### config.mk
export PLATFORM = sky130hd
export DESIGN_NAME = integer_to_radix_digits_core
export DESIGN_NICKNAME = d
export VERILOG_FILES = /design/src/rtl/core/itrd_pkg.sv /design/src/rtl/core/itrd_ctrl.sv /design/src/rtl/core/itrd_dpath.sv /design/src/rtl/core/integer_to_radix_digits_core.sv
export SDC_FILE = /design/constraint.sdc
export NUM_CORES = 2
export LEC_CHECK = 0
export BUFFER_PORTS_ARGS = -buffer_cell sky130_fd_sc_hd__buf_2
export CAP_MARGIN = 25
export CORE_ASPECT_RATIO = 1.5
export CORE_UTILIZATION = 55
export DETAILED_ROUTE_END_ITERATION = 12
export PLACE_DENSITY = 0.72
export SETUP_SLACK_MARGIN = 0.02
export SYNTH_ARGS = -nofsm -noshare
export SYNTH_HDL_FRONTEND = slang
export SYNTH_HIERARCHICAL = 1
export SYNTH_SLANG_ARGS = --single-unit
### constraint.sdc
create_clock -name i_clk -period 17.75 [get_ports i_clk]
set_input_delay 2.6625 -clock i_clk [delete_from_list [all_inputs] [get_ports i_clk]]
set_output_delay 2.6625 -clock i_clk [all_outputs]
set_load 0.005 [all_outputs]
### src/rtl/core/itrd_pkg.sv
// shared types, constants and helpers for the radix digit converter
package itrd_pkg;

    localparam int BL_W        = 7;
    localparam int CHAR_W      = 8;
    localparam int MAG_W       = 32;
    localparam int STEP_BITS   = 4;
    localparam int DIV_STEPS   = MAG_W / STEP_BITS;
    localparam int STEP_CNT_W  = $clog2(DIV_STEPS);
    localparam int SEEN_W      = 128;

    localparam logic [CHAR_W-1:0] CHAR_MINUS = 8'd45;
    localparam logic [CHAR_W-1:0] CHAR_NONE  = 8'd0;
    localparam logic [CHAR_W-1:0] DIGIT_LO   = 8'd48;
    localparam logic [CHAR_W-1:0] DIGIT_HI   = 8'd57;
    localparam logic [CHAR_W-1:0] UPPER_LO   = 8'd65;
    localparam logic [CHAR_W-1:0] UPPER_HI   = 8'd90;
    localparam logic [CHAR_W-1:0] LOWER_LO   = 8'd97;
    localparam logic [CHAR_W-1:0] LOWER_HI   = 8'd122;

    typedef enum logic {
        OP_WRITE   = 1'b0,
        OP_CONVERT = 1'b1
    } t_opcode;

    typedef enum logic [1:0] {
        ST_OK           = 2'd0,
        ST_BAD_ALPHABET = 2'd1,
        ST_RANGE        = 2'd2
    } t_status;

    typedef struct packed {
        t_opcode            opcode;
        logic [5:0]         entry_index;
        logic [7:0]         entry_char;
        logic signed [63:0] value;
    } t_in;

    typedef struct packed {
        logic [7:0] out_char;
        t_status    status;
        logic       last;
    } t_out;

    typedef enum logic [2:0] {
        EM_NONE,
        EM_ERR_ALPHA,
        EM_ERR_RANGE,
        EM_SIGN,
        EM_CHAR
    } t_emit;

    typedef enum logic [2:0] {
        S_IDLE,
        S_CHECK,
        S_DIV,
        S_STORE,
        S_SIGN,
        S_RD_DIG,
        S_RD_CHR,
        S_OUT_CHR
    } t_state;

    typedef struct packed {
        logic  wr_entry;
        logic  load;
        logic  chk_step;
        logic  div_step;
        logic  store;
        logic  rd_dig;
        logic  rd_chr;
        t_emit emit;
    } t_cmd;

    typedef struct packed {
        logic len_bad;
        logic chk_done;
        logic alpha_bad;
        logic range_bad;
        logic div_last;
        logic quot_zero;
        logic neg;
        logic emit_last;
    } t_stat;

    function automatic logic is_alnum(input logic [CHAR_W-1:0] c);
        is_alnum = (c >= DIGIT_LO && c <= DIGIT_HI) ||
                   (c >= UPPER_LO && c <= UPPER_HI) ||
                   (c >= LOWER_LO && c <= LOWER_HI);
    endfunction

endpackage

### src/rtl/core/itrd_ctrl.sv
// sequencer for alphabet check, digit division and character output
module itrd_ctrl
    import itrd_pkg::*;
(
    input  logic    i_clk,
    input  logic    i_rst_n,
    input  logic    i_start,
    input  t_opcode i_opcode,
    input  t_stat   i_stat,
    output t_cmd    o_cmd,
    output logic    o_busy
);

    t_state r_state;
    t_state n_state;

    always_ff @(posedge i_clk) begin
        if (!i_rst_n) begin
            r_state <= S_IDLE;
        end else begin
            r_state <= n_state;
        end
    end

    assign o_busy = (r_state != S_IDLE);

    always_comb begin
        n_state = r_state;
        o_cmd   = '0;
        o_cmd.emit = EM_NONE;
        case (r_state)
            S_IDLE: begin
                if (i_start) begin
                    if (i_opcode == OP_WRITE) begin
                        o_cmd.wr_entry = 1'b1;
                    end else begin
                        o_cmd.load = 1'b1;
                        n_state    = S_CHECK;
                    end
                end
            end
            S_CHECK: begin
                if (i_stat.len_bad) begin
                    o_cmd.emit = EM_ERR_ALPHA;
                    n_state    = S_IDLE;
                end else if (i_stat.chk_done) begin
                    if (i_stat.alpha_bad) begin
                        o_cmd.emit = EM_ERR_ALPHA;
                        n_state    = S_IDLE;
                    end else if (i_stat.range_bad) begin
                        o_cmd.emit = EM_ERR_RANGE;
                        n_state    = S_IDLE;
                    end else begin
                        n_state = S_DIV;
                    end
                end else begin
                    o_cmd.chk_step = 1'b1;
                end
            end
            S_DIV: begin
                o_cmd.div_step = 1'b1;
                if (i_stat.div_last) begin
                    n_state = S_STORE;
                end
            end
            S_STORE: begin
                o_cmd.store = 1'b1;
                if (i_stat.quot_zero) begin
                    n_state = i_stat.neg ? S_SIGN : S_RD_DIG;
                end else begin
                    n_state = S_DIV;
                end
            end
            S_SIGN: begin
                o_cmd.emit = EM_SIGN;
                n_state    = S_RD_DIG;
            end
            S_RD_DIG: begin
                o_cmd.rd_dig = 1'b1;
                n_state      = S_RD_CHR;
            end
            S_RD_CHR: begin
                o_cmd.rd_chr = 1'b1;
                n_state      = S_OUT_CHR;
            end
            S_OUT_CHR: begin
                o_cmd.emit = EM_CHAR;
                n_state    = i_stat.emit_last ? S_IDLE : S_RD_DIG;
            end
            default: begin
                n_state = S_IDLE;
            end
        endcase
    end

endmodule

### src/rtl/core/itrd_dpath.sv
// alphabet store, validity sweep, radix divider, digit store and result register
module itrd_dpath
    import itrd_pkg::*;
#(
    parameter int MAX_BASE   = 64,
    parameter int MAX_DIGITS = 32
) (
    input  logic            i_clk,
    input  logic            i_rst_n,
    input  t_in             i_item,
    input  t_cmd            i_cmd,
    input  logic            i_cfg_wr,
    input  logic [BL_W-1:0] i_cfg_data,
    output t_stat           o_stat,
    output logic            o_valid,
    output t_out            o_result
);

    localparam int AW  = $clog2(MAX_BASE);
    localparam int DAW = $clog2(MAX_DIGITS);
    localparam int NW  = $clog2(MAX_DIGITS + 1);

    logic [CHAR_W-1:0]     r_alpha [MAX_BASE];
    logic [CHAR_W-1:0]     r_alpha_q;
    logic [BL_W-1:0]       r_dig [MAX_DIGITS];
    logic [BL_W-1:0]       r_dig_q;

    logic [BL_W-1:0]       r_base_len;
    logic [BL_W-1:0]       r_idx;
    logic                  r_chk_v;
    logic                  r_bad;
    logic [SEEN_W-1:0]     r_seen;
    logic                  r_neg;
    logic                  r_range_bad;
    logic [MAG_W-1:0]      r_mag;
    logic [BL_W-1:0]       r_rem;
    logic [STEP_CNT_W-1:0] r_step;
    logic [NW-1:0]         r_n;
    logic                  r_out_valid;
    t_out                  r_out;

    logic [MAG_W-1:0]      n_mag;
    logic [BL_W-1:0]       n_rem;
    logic [BL_W:0]         div_trial;
    logic                  in_range;
    logic [MAG_W-1:0]      load_mag;

    // sign extension of bit 31 through bit 63 means the value fits 32 bits
    assign in_range = (&i_item.value[63:31]) | ~(|i_item.value[63:31]);
    assign load_mag = i_item.value[63] ? (~i_item.value[MAG_W-1:0] + MAG_W'(1))
                                       : i_item.value[MAG_W-1:0];

    // restoring division, several quotient bits per cycle
    always_comb begin
        n_rem     = r_rem;
        n_mag     = r_mag;
        div_trial = '0;
        for (int j = 0; j < STEP_BITS; j++) begin
            div_trial = {n_rem, n_mag[MAG_W-1]};
            n_mag     = {n_mag[MAG_W-2:0], 1'b0};
            if (div_trial >= {1'b0, r_base_len}) begin
                div_trial = div_trial - {1'b0, r_base_len};
                n_mag[0]  = 1'b1;
            end
            n_rem = div_trial[BL_W-1:0];
        end
    end

    always_ff @(posedge i_clk) begin
        if (i_cmd.wr_entry && int'(i_item.entry_index) < MAX_BASE) begin
            r_alpha[AW'(i_item.entry_index)] <= i_item.entry_char;
        end
        if (i_cmd.chk_step) begin
            r_alpha_q <= r_alpha[AW'(r_idx)];
        end else if (i_cmd.rd_chr) begin
            r_alpha_q <= r_alpha[AW'(r_dig_q)];
        end
        if (i_cmd.store && int'(r_n) < MAX_DIGITS) begin
            r_dig[DAW'(r_n)] <= r_rem;
        end
        if (i_cmd.rd_dig) begin
            r_dig_q <= r_dig[DAW'(r_n - NW'(1))];
        end
    end

    always_ff @(posedge i_clk) begin
        if (!i_rst_n) begin
            r_base_len  <= '0;
            r_idx       <= '0;
            r_chk_v     <= 1'b0;
            r_bad       <= 1'b0;
            r_seen      <= '0;
            r_neg       <= 1'b0;
            r_range_bad <= 1'b0;
            r_mag       <= '0;
            r_rem       <= '0;
            r_step      <= '0;
            r_n         <= '0;
            r_out_valid <= 1'b0;
            r_out       <= '0;
        end else begin
            if (i_cfg_wr) begin
                r_base_len <= i_cfg_data;
            end
            if (i_cmd.load) begin
                r_idx       <= '0;
                r_chk_v     <= 1'b0;
                r_bad       <= 1'b0;
                r_seen      <= '0;
                r_neg       <= i_item.value[63];
                r_range_bad <= ~in_range;
                r_mag       <= load_mag;
                r_rem       <= '0;
                r_step      <= '0;
                r_n         <= '0;
            end
            if (i_cmd.chk_step) begin
                r_chk_v <= (r_idx < r_base_len);
                if (r_idx < r_base_len) begin
                    r_idx <= r_idx + BL_W'(1);
                end
                if (r_chk_v) begin
                    if (!is_alnum(r_alpha_q) || r_seen[r_alpha_q[6:0]]) begin
                        r_bad <= 1'b1;
                    end
                    r_seen[r_alpha_q[6:0]] <= 1'b1;
                end
            end
            if (i_cmd.div_step) begin
                r_rem  <= n_rem;
                r_mag  <= n_mag;
                r_step <= r_step + STEP_CNT_W'(1);
            end
            if (i_cmd.store) begin
                if (int'(r_n) < MAX_DIGITS) begin
                    r_n <= r_n + NW'(1);
                end
                r_rem  <= '0;
                r_step <= '0;
            end
            r_out_valid <= (i_cmd.emit != EM_NONE);
            case (i_cmd.emit)
                EM_ERR_ALPHA: begin
                    r_out.out_char <= CHAR_NONE;
                    r_out.status   <= ST_BAD_ALPHABET;
                    r_out.last     <= 1'b1;
                end
                EM_ERR_RANGE: begin
                    r_out.out_char <= CHAR_NONE;
                    r_out.status   <= ST_RANGE;
                    r_out.last     <= 1'b1;
                end
                EM_SIGN: begin
                    r_out.out_char <= CHAR_MINUS;
                    r_out.status   <= ST_OK;
                    r_out.last     <= 1'b0;
                end
                EM_CHAR: begin
                    r_out.out_char <= r_alpha_q;
                    r_out.status   <= ST_OK;
                    r_out.last     <= (r_n == NW'(1));
                    r_n            <= r_n - NW'(1);
                end
                default: begin
                    r_out <= r_out;
                end
            endcase
        end
    end

    assign o_stat.len_bad   = (r_base_len < BL_W'(2)) || (int'(r_base_len) > MAX_BASE);
    assign o_stat.chk_done  = (r_idx == r_base_len) && !r_chk_v;
    assign o_stat.alpha_bad = r_bad;
    assign o_stat.range_bad = r_range_bad;
    assign o_stat.div_last  = (r_step == STEP_CNT_W'(DIV_STEPS - 1));
    assign o_stat.quot_zero = (r_mag == '0);
    assign o_stat.neg       = r_neg;
    assign o_stat.emit_last = (r_n == NW'(1));

    assign o_valid  = r_out_valid;
    assign o_result = r_out;

endmodule

### src/rtl/core/integer_to_radix_digits_core.sv
// top level of the signed integer to radix digit string converter
//
//  channel   signals                                   direction  beat taken when
//  item      start, busy, i_item                       in         start && !busy
//  result    o_valid, o_result                         out        o_valid (one cycle)
//  config    i_cfg_valid, o_cfg_ready, i_cfg_data      in         i_cfg_valid && o_cfg_ready
//
// write item: busy stays low
// convert item: an alphabet sweep over the L entries (L = base length), then
//   the divider makes each digit, 4 quotient bits per cycle over 32 bits,
//   then each character from the two registered memory reads, with a '-' first if negative
// bad base length errors at once, others follow the sweep; sync reset clears all control
// the result beat cannot be held off; o_cfg_ready is high only while idle
module integer_to_radix_digits_core
    import itrd_pkg::*;
#(
    parameter int MAX_BASE   = 64,
    parameter int MAX_DIGITS = 32
) (
    input  logic            i_clk,
    input  logic            i_rst_n,
    input  logic            start,
    input  t_in             i_item,
    output logic            busy,
    output logic            o_valid,
    output t_out            o_result,
    input  logic            i_cfg_valid,
    output logic            o_cfg_ready,
    input  logic [BL_W-1:0] i_cfg_data
);

    t_cmd  cmd;
    t_stat stat;
    logic  ctrl_busy;

    itrd_ctrl u_ctrl (
        .i_clk    (i_clk),
        .i_rst_n  (i_rst_n),
        .i_start  (start),
        .i_opcode (i_item.opcode),
        .i_stat   (stat),
        .o_cmd    (cmd),
        .o_busy   (ctrl_busy)
    );

    itrd_dpath #(
        .MAX_BASE   (MAX_BASE),
        .MAX_DIGITS (MAX_DIGITS)
    ) u_dpath (
        .i_clk      (i_clk),
        .i_rst_n    (i_rst_n),
        .i_item     (i_item),
        .i_cmd      (cmd),
        .i_cfg_wr   (i_cfg_valid && !ctrl_busy),
        .i_cfg_data (i_cfg_data),
        .o_stat     (stat),
        .o_valid    (o_valid),
        .o_result   (o_result)
    );

    assign busy        = ctrl_busy;
    assign o_cfg_ready = !ctrl_busy;

endmodule

# --- Word-level counts from Yosys, hierarchy flattened ---
# Memories as Yosys holds them, arrays and structs flattened. A register that Yosys moved wholly into a read port is not among the register bits.
# Cells that the tools add are included.
classes:
  n_addsub: 9
  n_lt_le_gt_ge: 16
  eq_ne: 18
  n_mux: 71
  bitwise: 6
  reduce_logical: 26
ops:
  columns: ["op", "count"]
  rows:
  - ["$mux 128", 4]
  - ["$or 128x128->128", 1]
  - ["$mux 32", 3]
  - ["$mux 7", 9]
  - ["$pmux 11 s4", 1]
  - ["$mux 3", 12]
  - ["$reduce_and 33->1", 1]
  - ["$reduce_or 33->1", 1]
  - ["$add 32x1->32 const B", 1]
  - ["$ge 8x7->1", 4]
  - ["$logic_not 32->1", 1]
  - ["$not 32->32", 1]
  - ["$mux 6", 5]
  - ["$sub 7x7->7", 4]
  - ["$mux 1", 26]
  - ["$pmux 3 s8", 1]
  - ["$eq 3x3->1 const B", 6]
  - ["$ge 8x7->1 const B", 2]
  - ["$le 8x7->1 const B", 2]
  - ["$mux 8", 2]
  - ["$eq 3x2->1 const B", 4]
  - ["$mux 2", 5]
  - ["$pmux 3 s3", 1]
  - ["$ge 8x6->1 const B", 1]
  - ["other kinds (29)", 48]
word_totals:
  regBits: 217
  ram_bits: 736
  input_bits: 90
  output_inout_bits: 14
  elab_cells: 165
  n_memories: 2
mem_list:
  columns: ["name", "depth", "word_bits", "rd", "rd_clocked_by_memory_dff", "wr", "line", "text"]
  rows:
  - ["u_dpath.r_alpha", 64, 8, 2, 1, 1, "itrd_dpath.sv:23", "logic [CHAR_W-1:0] r_alpha [MAX_BASE];"]
  - ["u_dpath.r_dig", 32, 7, 1, 1, 1, "itrd_dpath.sv:25", "logic [BL_W-1:0] r_dig [MAX_DIGITS];"]

# --- Longest topological paths before layout ---
depth:
  depth_word: 9
  depth_mapped: 34
  ltp_nobuf: 32

# --- Modules after synthesis ---
# The synthesis kept the hierarchy.
by_module_without_submodules:
  columns: ["module", "n_inst", "cells_per_inst", "area_per_inst_um2", "seq_area_each_um2"]
  rows:
  - ["itrd_dpath", 1, 2631, 41885.2, 25044.0]
  - ["itrd_ctrl", 1, 45, 291.5, 60.1]
  - ["integer_to_radix_digits_core", 1, 2, 10.0, 0.0]

# --- Worst setup path before layout ---
# OpenSTA, ideal clock, no wires.
synth_timing:
  path_kind: "flip-flop to flip-flop"
  from: "register u_dpath.r_rem[5]"
  to: "register u_dpath.r_rem[5]"
  setup_ps: 117
  t_arrival_ps: 7218
  required_time_ps: 17633
  slack_ps: 10415
  path_stages_with_launch: 31
  n_path_buf: 2
  period_less_slack_ps: 7335
  cell_sequence: "dfxtp_1 -> ha_1 -> a211oi_1 -> and2_1 -> nand2_1 -> o21ai_0 -> inv_1 -> ha_1 -> and3_1 -> o311ai_0 -> o2bb2ai_1 -> o211a_1 -> mux2i_1 -> ha_1 -> nor2b_1 -> o2111a_1 -> o32a_1 -> nor4b_1 -> mux2_1 -> buf_6 -> mux2i_1 -> fa_1 -> a21o_1 -> a21oi_1 -> o21bai_1 -> a211o_1 -> a21oi_1 -> o31ai_1 -> buf_2 -> or3_1 -> a32o_1"
synth_via:
  elab_chain_cells: 9
  word_cells_on_any_way: 13
  classes_between: "4 x add/sub; 4 x order compare; 5 x mux"
synth_lines:
  columns: ["element", "line", "text"]
  rows:
  - ["from (decl)", "itrd_dpath.sv:36", "logic [BL_W-1:0] r_rem;"]
  - ["from (signal assigned)", "itrd_dpath.sv:130", "r_rem <= n_rem;"]
  - ["$sub 7x7->7 / $ge 8x7->1 (equally long branches)", "itrd_dpath.sv:62, itrd_dpath.sv:61", null]
  - ["$mux 7 (*)", "itrd_dpath.sv:61", "if (div_trial >= {1'b0, r_base_len}) begin"]
  - ["$ge 8x7->1 / $sub 7x7->7 (equally long branches)", "itrd_dpath.sv:61, itrd_dpath.sv:62", null]
  - ["$mux 7 (*)", "itrd_dpath.sv:61", null]
  - ["$sub 7x7->7 / $ge 8x7->1 (equally long branches)", "itrd_dpath.sv:62, itrd_dpath.sv:61", null]
  - ["$mux 7 (*)", "itrd_dpath.sv:61", null]
  - ["$sub 7x7->7 / $ge 8x7->1 (equally long branches)", "itrd_dpath.sv:62, itrd_dpath.sv:61", null]
  - ["$mux 7 (*)", "itrd_dpath.sv:61", null]
  - ["$mux 7 (*)", "itrd_dpath.sv:129", "if (i_cmd.div_step) begin"]
# Mark *: on every way between the ends. The rest lies on a longest branch, timed or not.
# A chain may end at the register's enable or synchronous reset.

# --- Worst setup path in the final report ---
layout_timing:
  from: "register u_dpath.r_base_len[1]"
  to: "register u_dpath.r_rem[5]"
layout_via:
  elab_chain_cells: 9
  word_cells_on_any_way: 13
  classes_between: "4 x add/sub; 4 x order compare; 5 x mux"
layout_lines:
  columns: ["element", "line", "text"]
  rows:
  - ["from (decl)", "itrd_dpath.sv:28", "logic [BL_W-1:0] r_base_len;"]
  - ["from (signal assigned)", "itrd_dpath.sv:103", "r_base_len <= i_cfg_data;"]
  - ["$sub 7x7->7 / $ge 8x7->1 (equally long branches)", "itrd_dpath.sv:62, itrd_dpath.sv:61", null]
  - ["$mux 7", "itrd_dpath.sv:61", null]
  - ["$sub 7x7->7 / $ge 8x7->1 (equally long branches)", "itrd_dpath.sv:62, itrd_dpath.sv:61", null]
  - ["$mux 7", "itrd_dpath.sv:61", null]
  - ["$sub 7x7->7 / $ge 8x7->1 (equally long branches)", "itrd_dpath.sv:62, itrd_dpath.sv:61", null]
  - ["$mux 7", "itrd_dpath.sv:61", null]
  - ["$sub 7x7->7 / $ge 8x7->1 (equally long branches)", "itrd_dpath.sv:62, itrd_dpath.sv:61", null]
  - ["$mux 7 (*)", "itrd_dpath.sv:61", null]
  - ["$mux 7 (*)", "itrd_dpath.sv:129", null]
# Marked as above.

==> impl_results.md <==
- Status: finished clean
- Clock latency on the worst-skew pair: just under 0.7 ns
- Final-report setup violation count: 0
- Grt total ovfl: 0
- Die area: approximately 0.078 mm^2
- Worst hold slack: ~0.47 ns
- CTS tree: built
- Power density cells: 107.9 mW/mm^2
- WP buf/inv: 2
- Mapped Nets: about 2800
- # fillers: 5461
- CORE AREA: around 0.076 mm^2
- Tcrit/Tclk final: 0.4863
- Post-synth ARST share: 0
- Top-count cell post-synth: edfxtp_1
- Synthesized area per cell: 15.75 um^2
- Area share of the largest cell type after synthesis: 0.5111
- Post-synth top cells: edfxtp_1, mux4_2, nor2_1
- Pre-CTS setup slack: between 9 and 10 ns
- Die Ht: roughly 340 um
- First-pass GRT wire length: 160500 um
- Yosys reg bits: slightly below 900
- Multi-input gate area: between 0.015 and 0.02 mm^2
- TNS Setup: 0 ns
- I/O Buffers: 103
- Nets: around 2900
- Final instance area: approximately 0.047 mm^2
- R2R setup slack: 9.12 ns
- Largest net degree at the start of global routing: around 110
- Die width: around 230 um
- Leakage: ~14 nW
- Via density: 6.618
- Worst-path clk slew: 0.07 ns
- Cell Area, Synth: roughly 0.042 mm^2
- Reg-to-reg endpoint: u_dpath/r_rem[5]
- Root Driver: clkbuf_16
- Pins over their slew limit: 0
- Signal arrival time at the worst endpoint: 9.19 ns
- Worst setup SP type: register
- Yosys warnings: 6
- Primary FF master, synth: edfxtp_1
- Dpl hpwl: between 70000 and 80000 um
- Hold_buf cts: 0
- DR iter-0 viols: 2550
- Fmax: approximately 120 MHz
- Routability Congestion: approximately 0.89
- Post-synthesis sequential area ratio: 0.5951
- Residual DRC count: 0
- Worst r2r path cells: 29
- Initial antenna violation count: 3
- Layout cells sized above 1: 0.2698
- Reg area: ~0.025 mm^2
- WHS Endpoint: u_dpath/r_seen[126]
- Clock skew: ~0.043 ns
- Max Root-Sink Buffers: 3
- Largest delay contributor family on the critical path: compound AO/OA/AOI/OAI gates
- WL/cell: approximately 28 um
- Cts repair resizes: 0
- Setup Fix Bufs, Post-CTS: 0
- Site row count: ~120
- RSZ-0062 raised after global routing: false
- EDFF count, synth: 718
- Synth unique cells: 75
- # IOs: ~100
- Hold Crit Start: u_dpath/r_seen[126]
- WHS Path Cells: 2
- Max-Cap Viols: 0
- Antenna Violating Nets Remaining: 0
- Actual slew at the worst max-slew pin: roughly 1.1 ns
- Hold Violations, Final: 0
- Routed WL: ~110000 um
- CP max FO: 12
- Slew margin rel.: 0.2629
- Max VDD drop: 92.47 uV
- Cells after synthesis: roughly 2700
- Worst setup EP type: register
- H-tree levels: 3
- Initial Util: 0.5549
- Final Worst Setup Slack: around 9 ns
- Worst Hold Class: register to register
- CTS Buf Count: 83
- Dominant cell type by area after synthesis: edfxtp_1
- Vias post-DR: between 20000 and 30000
- WS Path Type: register to register
- Clk sinks: about 900
- Max incr delay on CP: between 0.5 and 0.6 ns
- Crit-path slowest cell: fa_1
- Gr usage total: 0.2772
- Reg2reg start: u_dpath/r_base_len[1]
- Top cells by area, synth: edfxtp_1, mux4_2, dfxtp_1
- Post-layout min period: between 8 and 9 ns
- Vias in the first global route: between 20000 and 30000
- Worst endpoint required time: ~18 ns
- Area Overhead vs Synth: 10.52%
- Detailed Routing Iterations Pass 1: 7
- Post-Route Utilization: 0.6133
- Area post-placement: ~0.044 mm^2
==> how the worst max path moves through the flow <==
| stage | start | to | slack, ns | cells past startpoint |
|---|---|---|---|---|
| 3_3_place_gp | u_dpath/r_base_len[1] | u_dpath/r_rem[5] | 9.27 | 29 |
| 6_report | u_dpath/r_base_len[1] | u_dpath/r_rem[5] | 9.12 | 29 |
| 3_5_place_dp | u_dpath/r_base_len[1] | u_dpath/r_rem[0] | 9.21 | 29 |
| 2_1_floorplan | u_dpath/r_rem[5] | u_dpath/r_rem[5] | 10.42 | 30 |
| 5_1_grt | u_dpath/r_base_len[1] | u_dpath/r_rem[5] | 8.60 | 29 |
| 4_1_cts | u_dpath/r_base_len[1] | u_dpath/r_rem[0] | 9.17 | 29 |
==> through the flow <==
step	std cells	total power [W]
4_1_cts	3777	0.005048
5_1_grt	3793	0.005214
2_1_floorplan	2678	0.003045
6_report	3794	0.005029
3_5_place_dp	3629	0.003233
3_3_place_gp	3628	0.003217
==> placed cells by master (no fill, tap or decap), types with 24 or more instances in the layout <==
master | Yosys | final
nor4_1 | 24 | 24
nand3_1 | 31 | 31
buf_2 | 15 | 103
xor2_1 | 30 | 30
inv_1 | 35 | 33
buf_4 | 4 | 28
a211oi_1 | 31 | 31
a21oi_1 | 146 | 146
edfxtp_1 | 718 | 718
o21ai_0 | 30 | 30
clkbuf_16 | 0 | 85
nand2_1 | 80 | 80
dfxtp_1 | 177 | 172
nor2b_1 | 29 | 29
nor2_1 | 396 | 396
mux4_2 | 427 | 427
ha_1 | 43 | 42
==> cell families (layout without fill, tap and decap cells) <==
| logic type | count (synthesis) | after routing | share of synthesized area |
|---|---|---|---|
| AO/OA/AOI/OAI | 323 | 323 | 0.04867 |
| buffers and inverters | 225 | 331 | 0.02121 |
| other | 0 | 2 | 0 |
| flip-flops | 895 | 895 | 0.5951 |
| adder cells (fa/ha/maj) | 47 | 47 | 0.01465 |
| multiplexers | 468 | 468 | 0.2386 |
| AND/OR/NAND/NOR | 673 | 673 | 0.07207 |
| XOR/XNOR | 47 | 47 | 0.009758 |
==> flip-flops by register name (all words and copies together), names as in the netlist <==
register / flops
u_ctrl/r_state: 3
u_dpath/o_valid: 1
u_dpath/r_dig_q: 6
u_dpath/r_neg: 1
u_dpath/r_chk_v: 1
u_dpath/o_result: 11
u_dpath/r_base_len: 7
u_dpath/r_alpha: 512
u_dpath/r_bad: 1
u_dpath/r_range_bad: 1
u_dpath/r_rem: 7
u_dpath/r_n: 6
u_dpath/r_step: 3
u_dpath/r_alpha_q: 8
u_dpath/r_idx: 7
u_dpath/r_seen: 96
u_dpath/r_mag: 32
u_dpath/r_dig: 192
==> tightest hold or removal path, stage by stage (launching register included) <==
cell,delay (ns)
dfxtp_1,0.31
nand2_1,0.06
a21oi_1,0.06
==> power by group <==
part,switching [W],leakage [nW],internal [W]
combinational,0.000515,5.28,0.000393
sequential,0.0000152,7.71,0.00228
clock,0.000808,1.34,0.00102
==> area by class of cell <==
class | instances | area share
clock buffer | 109 | 0.04884
sequential | 895 | 0.5387
tap | 1008 | 0.02705
timing repair buffer | 148 | 0.02359
clock inverter | 39 | 0.01103
antenna | 2 | 0.0001073
multi-input combinational | 1558 | 0.3478
inverter | 35 | 0.002871
==> routing by layer <==
layer,vias up,GRT usage,part of all wire,wire [um]
li1,10820,-,-,-
met1,12910,0.3198,0.34,36650
met2,1119,0.5000,0.54,57230
met3,264,0.03833,0.063,6700
met4,0,0.1503,0.054,5744
met5,-,0,0,0
(Power assumes the default switching activity.)
